==> src/bfd_pkg.sv <==
// Shared types and codes of the basic factor dictionary.
`default_nettype none
package bfd_pkg;

    localparam logic CMD_LOAD  = 1'b0;
    localparam logic CMD_QUERY = 1'b1;

    localparam int DATA_W  = 24;
    localparam int FIELD_W = 8;
    localparam int LEVEL_W = 4;

    typedef struct packed {
        logic accept;
        logic ld_commit;
        logic bld_init;
        logic lv_init;
        logic lv_next;
        logic rd_a;
        logic rd_b;
        logic latch_b;
        logic k_next;
        logic dict_rd;
        logic dict_add;
        logic rank_wr;
        logic bld_done;
        logic q_rd_l;
        logic q_rd_r;
        logic q_out;
    } t_bfd_cmd;

    typedef struct packed {
        logic last;
        logic lv_ok;
        logic j_done;
        logic k_end;
        logic match;
        logic clr_busy;
        logic out_free;
    } t_bfd_status;

endpackage
`default_nettype wire

==> src/bfd_ctrl.sv <==
// Controller state machine that sequences loads, the level build and queries.
`default_nettype none
module bfd_ctrl (
    input  wire                  i_clk,
    input  wire                  i_rst_n,
    input  wire                  i_valid,
    input  wire                  i_cmd_query,
    input  wire bfd_pkg::t_bfd_status i_st,
    output logic                 o_ready,
    output bfd_pkg::t_bfd_cmd    o_cmd
);
    import bfd_pkg::*;

    typedef enum logic [11:0] {
        S_IDLE     = 12'b0000_0000_0001,
        S_LD_WR    = 12'b0000_0000_0010,
        S_BLD_LV   = 12'b0000_0000_0100,
        S_BLD_J    = 12'b0000_0000_1000,
        S_BLD_A    = 12'b0000_0001_0000,
        S_BLD_B    = 12'b0000_0010_0000,
        S_BLD_SCAN = 12'b0000_0100_0000,
        S_BLD_CMP  = 12'b0000_1000_0000,
        S_BLD_END  = 12'b0001_0000_0000,
        S_Q_L      = 12'b0010_0000_0000,
        S_Q_R      = 12'b0100_0000_0000,
        S_Q_OUT    = 12'b1000_0000_0000
    } t_state;

    t_state r_state, n_state;

    assign o_ready = (r_state == S_IDLE) && !i_st.clr_busy;

    always_comb begin
        n_state = r_state;
        o_cmd   = '0;
        case (r_state)
            S_IDLE: begin
                if (o_ready && i_valid) begin
                    o_cmd.accept = 1'b1;
                    n_state = (i_cmd_query == CMD_QUERY) ? S_Q_L : S_LD_WR;
                end
            end
            S_LD_WR: begin
                o_cmd.ld_commit = 1'b1;
                if (i_st.last) begin
                    o_cmd.bld_init = 1'b1;
                    n_state = S_BLD_LV;
                end else begin
                    n_state = S_IDLE;
                end
            end
            S_BLD_LV: begin
                if (i_st.lv_ok) begin
                    o_cmd.lv_init = 1'b1;
                    n_state = S_BLD_J;
                end else begin
                    n_state = S_BLD_END;
                end
            end
            S_BLD_J: begin
                if (i_st.j_done) begin
                    o_cmd.lv_next = 1'b1;
                    n_state = S_BLD_LV;
                end else begin
                    o_cmd.rd_a = 1'b1;
                    n_state = S_BLD_A;
                end
            end
            S_BLD_A: begin
                o_cmd.rd_b = 1'b1;
                n_state = S_BLD_B;
            end
            S_BLD_B: begin
                o_cmd.latch_b = 1'b1;
                n_state = S_BLD_SCAN;
            end
            S_BLD_SCAN: begin
                if (i_st.k_end) begin
                    o_cmd.dict_add = 1'b1;
                    o_cmd.rank_wr  = 1'b1;
                    n_state = S_BLD_J;
                end else begin
                    o_cmd.dict_rd = 1'b1;
                    n_state = S_BLD_CMP;
                end
            end
            S_BLD_CMP: begin
                if (i_st.match) begin
                    o_cmd.rank_wr = 1'b1;
                    n_state = S_BLD_J;
                end else begin
                    o_cmd.k_next = 1'b1;
                    n_state = S_BLD_SCAN;
                end
            end
            S_BLD_END: begin
                o_cmd.bld_done = 1'b1;
                if (!i_st.clr_busy) begin
                    n_state = S_IDLE;
                end
            end
            S_Q_L: begin
                o_cmd.q_rd_l = 1'b1;
                n_state = S_Q_R;
            end
            S_Q_R: begin
                o_cmd.q_rd_r = 1'b1;
                n_state = S_Q_OUT;
            end
            S_Q_OUT: begin
                if (i_st.out_free) begin
                    o_cmd.q_out = 1'b1;
                    n_state = S_IDLE;
                end
            end
            default: begin
                n_state = S_IDLE;
            end
        endcase
    end

    always_ff @(posedge i_clk) begin
        if (!i_rst_n) begin
            r_state <= S_IDLE;
        end else begin
            r_state <= n_state;
        end
    end

endmodule
`default_nettype wire

==> config.mk <==
export PLATFORM = sky130hd
export DESIGN_NAME = bfd_ctrl
export DESIGN_NICKNAME = d
export VERILOG_FILES = /design/src/bfd_pkg.sv /design/src/bfd_ctrl.sv
export SDC_FILE = /design/constraint.sdc
export NUM_CORES = 1
export LEC_CHECK = 0
export BUFFER_PORTS_ARGS = -buffer_cell sky130_fd_sc_hd__buf_4
export CORE_MARGIN = 2
export CORE_UTILIZATION = 49
export DETAILED_ROUTE_END_ITERATION = 6
export PLACE_DENSITY = 0.77
export SLEW_MARGIN = 10
export SYNTH_ARGS = -nofsm -noshare
export SYNTH_HDL_FRONTEND = slang
export SYNTH_SLANG_ARGS = --single-unit
==> constraint.sdc <==
create_clock -name i_clk -period 2 [get_ports i_clk]
set_clock_uncertainty 0.2 [all_clocks]
set_input_delay 0.1 -clock i_clk [delete_from_list [all_inputs] [get_ports i_clk]]
set_output_delay 0.1 -clock i_clk [all_outputs]
set_load 0.01 [all_outputs]
==> reports/metrics.yaml, run 1 <==
outcome: "finished, final reports clean"
worst-setup-path-type: "reg -> out"
period_minus_slack_ns: 1.98
required_ns: 1.70
area_delta_synth_final_pct: 51.5
via_per_inst: 5.52
drc: 0
cts.sinks: 12
cpMaxStageDelayCell: "dfxtp_4"
ios: 28
grt_usage_pct: 23.8
ant_nets: 0
max_slew.worst_pin.slew_ns: 0.351
clkTransAtPathRegs_ns: 0.08
fin_ws_ns: 0.0243
dr.first_iter.drc_count: 21
vias: 950
cts_buffers: 3
power-per-cell-area_nw_per_um2: 532
critPathMaxFanout: 5
synth.distinct_cells: 36
setup_viol: 0
maxCapViolCount: 0
dp_hpwl_mm: 1.72
ys_seq_area_share_pct: 27.4
syn-cell-area_um2: 877
die_h_um: 46.3
rows: 15
peakVddDrop_mv: 0.427
synth_flop_cell: "dfxtp_1"
cp.arrival_ns: 1.68
hp-start: "i_st[2]"
total_power_mw: 0.706
r2r_setup_slack_ns: 0.18
grt_pass1_vias: 900
syn_nets: 112
ys_warn_count: 0
gp_congestion: 0.898
routed_wl_mm: 2.50
grt_pass1_wl_mm: 3.73
synth_common_cells: "12 x dfxtp_1, 9 x nor2_1, 8 x nand2_1"
hold_violations: 0
worstRegToRegCells: 6
path_common_cell: "buf_4"
initial_core_util_pct: 51.4
drt_first_pass_iters: 4
holdPathStages: 4
final_util_pct: 77.8
synth_area_leaders: "dfxtp_1 27%, nor4_4 7.3%, nor3b_2 4.3%, and3b_1 4.0%, nor2_1 3.9%"
synth_cells: 101
max_freq_ghz: 0.506
cts_root_buffer: "clkbuf_4"
worstReg2RegStart: "r_state[10]$_SDFFE_PN0P_"
antenna_found_initial: 0
die_x_um: 46.3
holdWs_ns: 0.0531
largest_reg_flops: 12
dieArea_um2: 2140
synth_top_area_cell: "dfxtp_1"
h-tree-depth: 1
async_flop_share_pct: 0
port_buffers: 27
drive_above_1_share_pct: 44.2
leakage_nw: 0.565
grt_overflow: 0
fp.coreArea_um2: 1710
reg_top3: "r_state x12"
yosys.area.top_type_share_pct: 27.4
wire_per_inst_um: 14.6
path_cells: "nor4_4, buf_4, nand3_4, nor4b_4, buf_4"
cts_buffer_depth: 2
pre_cts_slack_ns: 0.167
min_to: "r_state[3]$_SDFFE_PN0P_"
grt_setup_unrepaired: "true"
min_period_over_period_pct: 98.8
grt_max_degree: 13
cts_tree: "built"
finalMaxSlewViolations: 0
r2r_end: "r_state[7]$_SDFFE_PN0P_"
yosysMostFrequentCell: "dfxtp_1"
hold_path_class: "in -> reg"
cpPeakStageDelay_ns: 0.37
layout.nets: 159
cp-start-kind: "register"
synth_edf_count: 0
n_antenna_cell: 0
ys_ff_latch: 12
synth.avg_cell_area_um2: 8.68
clock_latency_ns: 0.28
maxSlewHeadroom_pct: 76.6
top_register: "r_state"
worstSetupEndpointType: "output port"
cell type report:
type	count	area (µm²)
multi-input combinational	81	632
sequential	12	259
fill	119	379
timing repair buffer	44	348
clock buffer	4	36.3
tap	25	31.3
inverter	6	22.5
timing repair:
item	in CTS	in global routing
hold buffers	7	0
endpoints found under the setup margin	12	12
gates resized for setup	4	12
buffers inserted	2	5
hold endpoints to repair	12	0
pin swaps	2	4
where the power goes:
group / switching [mW] / leakage, nW / internal (mW)
Sequential: 0.0213 / 0.102 / 0.248
Clock: 0.0883 / 0.0210 / 0.111
Combinational: 0.119 / 0.442 / 0.119
Total: 0.229 / 0.565 / 0.478
kinds of logic after synthesis:
family                    Yosys count  synth area share, %
AOI/OAI and AO/OA                  17                 13.4
DFF                                12                 27.4
xor gates and xnor gates            1                0.999
muxes                               1                 1.14
and+or+nand+nor                    62                 53.6
buffers and inverters               8                 3.42
metal layers:
layer / GRT usage [%] / vias to the layer above / routed length (µm)
met2: 38.3 / 38 / 1250
li1: - / 470 / -
met5: 0 / - / 0
met4: 8.00 / 0 / 17
met3: 5.10 / 4 / 180
met1: 31.3 / 438 / 1050
worst max path at each step:
stage                        startpoint                       to  slack (ns)  cells past startpoint
2_1_floorplan   r_state[4]$_SDFFE_PN0P_  r_state[3]$_SDFFE_PN0P_        0.22                      4
3_3_place_gp    r_state[4]$_SDFFE_PN0P_                o_cmd[12]        0.21                      4
3_5_place_dp   r_state[11]$_SDFFE_PN0P_                o_cmd[12]        0.17                      4
4_1_cts         r_state[7]$_SDFFE_PN0P_                o_cmd[12]       -0.01                      5
5_1_grt         r_state[7]$_SDFFE_PN0P_                o_cmd[12]       -0.04                      5
6_report        r_state[7]$_SDFFE_PN0P_                o_cmd[12]        0.02                      5
cells in the final DEF, fill, tap and decap left out, types with 2 or more instances in the layout:
cell type      Yosys  layout
buf_4              0      37
dfxtp_2            0       6
o21a_1             3       3
and2_1             3       3
o21ai_0            3       3
nor2_1             9       9
nand2_1            8       8
nor3b_2            3       4
nor4_4             3       3
inv_1              6       6
nand2b_1           2       2
a21oi_1            2       2
nand3b_1           3       3
dfxtp_4            0       3
dfxtp_1           12       3
and3b_1            4       4
o211ai_1           2       2
dlygate4sd3_1      0       7
nor4b_2            2       2
nor3_1             5       5
nand3_1            5       4
nor4_2             2       2
clkbuf_4           0       3
nor2b_1            3       3
nor4b_1            3       2
worst max-delay path, delay by kind of cell, from the launching register on:
kind | cells | cell delay [ns]
and+or+nand+nor | 3 | 0.68
DFF | 1 | 0.37
buffers and inverters | 2 | 0.35
through the flow:
step / TNS [ns] / cells / area (µm²)
after floorplan: 0 / 101 / 877
after global placement: 0 / 154 / 1130
after detailed placement: 0 / 154 / 1130
after CTS: -0.00971 / 167 / 1270
after global routing: -0.169 / 172 / 1330
final: 0 / 172 / 1330
No activity file was read; power rests on OpenSTA's default activity.
==> run 2, diff against run 1 <==
--- a/config.mk
+++ b/config.mk
@@ -9,6 +9,7 @@
 export CORE_MARGIN = 2
 export CORE_UTILIZATION = 49
 export DETAILED_ROUTE_END_ITERATION = 6
+export HOLD_SLACK_MARGIN = 0.08
 export PLACE_DENSITY = 0.77
 export SLEW_MARGIN = 10
 export SYNTH_ARGS = -nofsm -noshare
==> reports/metrics.yaml, run 2 (same netlist as run 1, synthesis figures left out) <==
outcome: "finished, final reports clean"  # unchanged
min_period_over_period_pct: 98.7  # was 98.8%
register_area_um2: 259  # unchanged
grt_setup_unrepaired: "true"  # unchanged
antenna_found_initial: 0  # unchanged
fp.coreArea_um2: 1710  # unchanged
cp-start-kind: "register"  # unchanged
rows: 15  # unchanged
cts_root_buffer: "clkbuf_4"  # unchanged
maxSlewHeadroom_pct: 77.3  # was 76.6%
maxCapViolCount: 0  # unchanged
dieArea_um2: 2140  # unchanged
top_layer_used: "met4"  # unchanged
worstRegToRegCells: 6  # unchanged
area_delta_synth_final_pct: 53.2  # was 51.5%
vias: 973  # was 950
routed_wl_mm: 2.52  # was 2.50 mm
cts_buffer_depth: 2  # unchanged
min_to: "r_state[0]$_SDFFE_PN1P_"  # was r_state[3]$_SDFFE_PN0P_
cpMaxStageDelayCell: "dfxtp_4"  # unchanged
gp_congestion: 0.898  # unchanged
drt_first_pass_iters: 4  # unchanged
r2r_end: "r_state[7]$_SDFFE_PN0P_"  # unchanged
hp-start: "i_valid"  # was i_st[2]
wl_met2_mm: 1.23  # was 1.25 mm
dp_hpwl_mm: 1.72  # unchanged
max_slew.worst_pin.slew_ns: 0.337  # was 0.351 ns
grt_overflow: 0  # unchanged
cts.sinks: 12  # unchanged
multiInputGateArea_um2: 637  # was 632 µm²
leakage_nw: 0.569  # was 0.565 nW
grt_pass1_wl_mm: 3.78  # was 3.73 mm
stdcell_area_um2: 1340  # was 1330 µm²
ant_nets: 0  # unchanged
holdPathStages: 5  # was 4
required_ns: 1.70  # about the same
reg_top3: "r_state x12"  # unchanged
worst-setup-path-type: "reg -> out"  # unchanged
cp.arrival_ns: 1.67  # was 1.68 ns
via_per_inst: 5.62  # was 5.52
path_common_cell: "buf_4"  # unchanged
mostFrequentLayoutCells: "37 x buf_4, 9 x nor2_1, 8 x nand2_1, 8 x dlygate4sd3_1"  # was 37 x buf_4, 9 x nor2_1, 8 x nand2_1
place_area_um2: 1130  # unchanged
clkTransAtPathRegs_ns: 0.08  # about the same
cpPeakStageDelay_ns: 0.37  # about the same
drive_above_1_share_pct: 44.6  # was 44.2%
hold_path_class: "in -> reg"  # unchanged
clock_latency_ns: 0.28  # about the same
setup_viol: 0  # unchanged
worstSetupEndpointType: "output port"  # unchanged
peakVddDrop_mv: 0.452  # was 0.427 mV
holdWs_ns: 0.180  # was 0.0531 ns
top_register: "r_state"  # unchanged
max_freq_ghz: 0.506  # about the same
n_antenna_cell: 0  # unchanged
fill_cells: 113  # was 119
grt_max_degree: 13  # unchanged
largest_reg_flops: 12  # unchanged
wirelength_met1_mm: 1.11  # was 1.05 mm
r2r_setup_slack_ns: 0.19  # was 0.18 ns
cts_tree: "built"  # unchanged
dr.first_iter.drc_count: 24  # was 21
final_common_cell: "buf_4"  # unchanged
grt_usage_pct: 24.1  # was 23.8%
grt_pass1_vias: 909  # was 900
wire_per_inst_um: 14.6  # about the same
finalMaxSlewViolations: 0  # unchanged
initial_core_util_pct: 51.4  # unchanged
cts_buffers: 3  # unchanged
die_x_um: 46.3  # unchanged
die_h_um: 46.3  # unchanged
drc: 0  # unchanged
path_cells: "nor4_4, buf_4, nand3_4, nor4b_4, buf_4"  # unchanged
h-tree-depth: 1  # unchanged
dr_wl_met3_um: 170  # was 180 µm
ios: 28  # unchanged
port_buffers: 27  # unchanged
critPathMaxFanout: 5  # unchanged
layout.nets: 160  # was 159
power-per-cell-area_nw_per_um2: 525  # was 532 nW/µm²
hold_violations: 0  # unchanged
worstReg2RegStart: "r_state[10]$_SDFFE_PN0P_"  # unchanged
period_minus_slack_ns: 1.97  # was 1.98 ns
total_power_mw: 0.706  # about the same
## run 2: layout make-up
type	count	area share, %
inverter	6	1.68
multi-input combinational	81	47.4
clock buffer	4	2.70
timing repair buffer	45	26.6
sequential	12	19.3
tap	25	2.33
## run 2: timing repair
action | 4_1_cts | 5_1_grt
pin swaps | 2 | 4
resized for setup | 4 | 13
hold buffers | 8 | 0
buffers inserted | 2 | 5
endpoints found under the setup margin | 12 | 13
hold endpoints to repair | 12 | 0
## run 2: power breakdown
group / internal [mW] / total (mW) / leakage (nW) / switching (mW)
clock network: 0.111 / 0.198 / 0.0210 / 0.0870
logic: 0.121 / 0.240 / 0.446 / 0.119
registers: 0.247 / 0.268 / 0.102 / 0.0206
## run 2: worst max-delay path by stage
stage | from | slack (ns) | end
3_3_place_gp | r_state[4]$_SDFFE_PN0P_ | 0.21 | o_cmd[12]
5_1_grt | r_state[7]$_SDFFE_PN0P_ | -0.04 | o_cmd[12]
4_1_cts | r_state[7]$_SDFFE_PN0P_ | -0.01 | o_cmd[12]
2_1_floorplan | r_state[4]$_SDFFE_PN0P_ | 0.22 | r_state[3]$_SDFFE_PN0P_
6_report | r_state[7]$_SDFFE_PN0P_ | 0.03 | o_cmd[12]
3_5_place_dp | r_state[11]$_SDFFE_PN0P_ | 0.17 | o_cmd[12]
## run 2: through the flow
stage               cells  TNS [ns]  utilization (%)  setup slack (ns)
global placement      154         0             65.9             0.213
CTS                   168  -0.00971             74.9          -0.00971
floorplan             101         0                -             0.219
detailed placement    154         0             65.9             0.167
finish                173         0             78.7            0.0252
global route          173    -0.138             78.7           -0.0367
## run 2: layer usage
layer  GRT usage, %  up-vias
li1               -      471
met1           31.5      460
met2           38.9       40
met3           5.10        2
met4           8.00        0
met5              0        -
## run 2: critical path, delay by kind of cell, from the launching register on
family | cells | cell delay, ns
DFF | 1 | 0.37
and+or+nand+nor | 3 | 0.69
buffers and inverters | 2 | 0.35
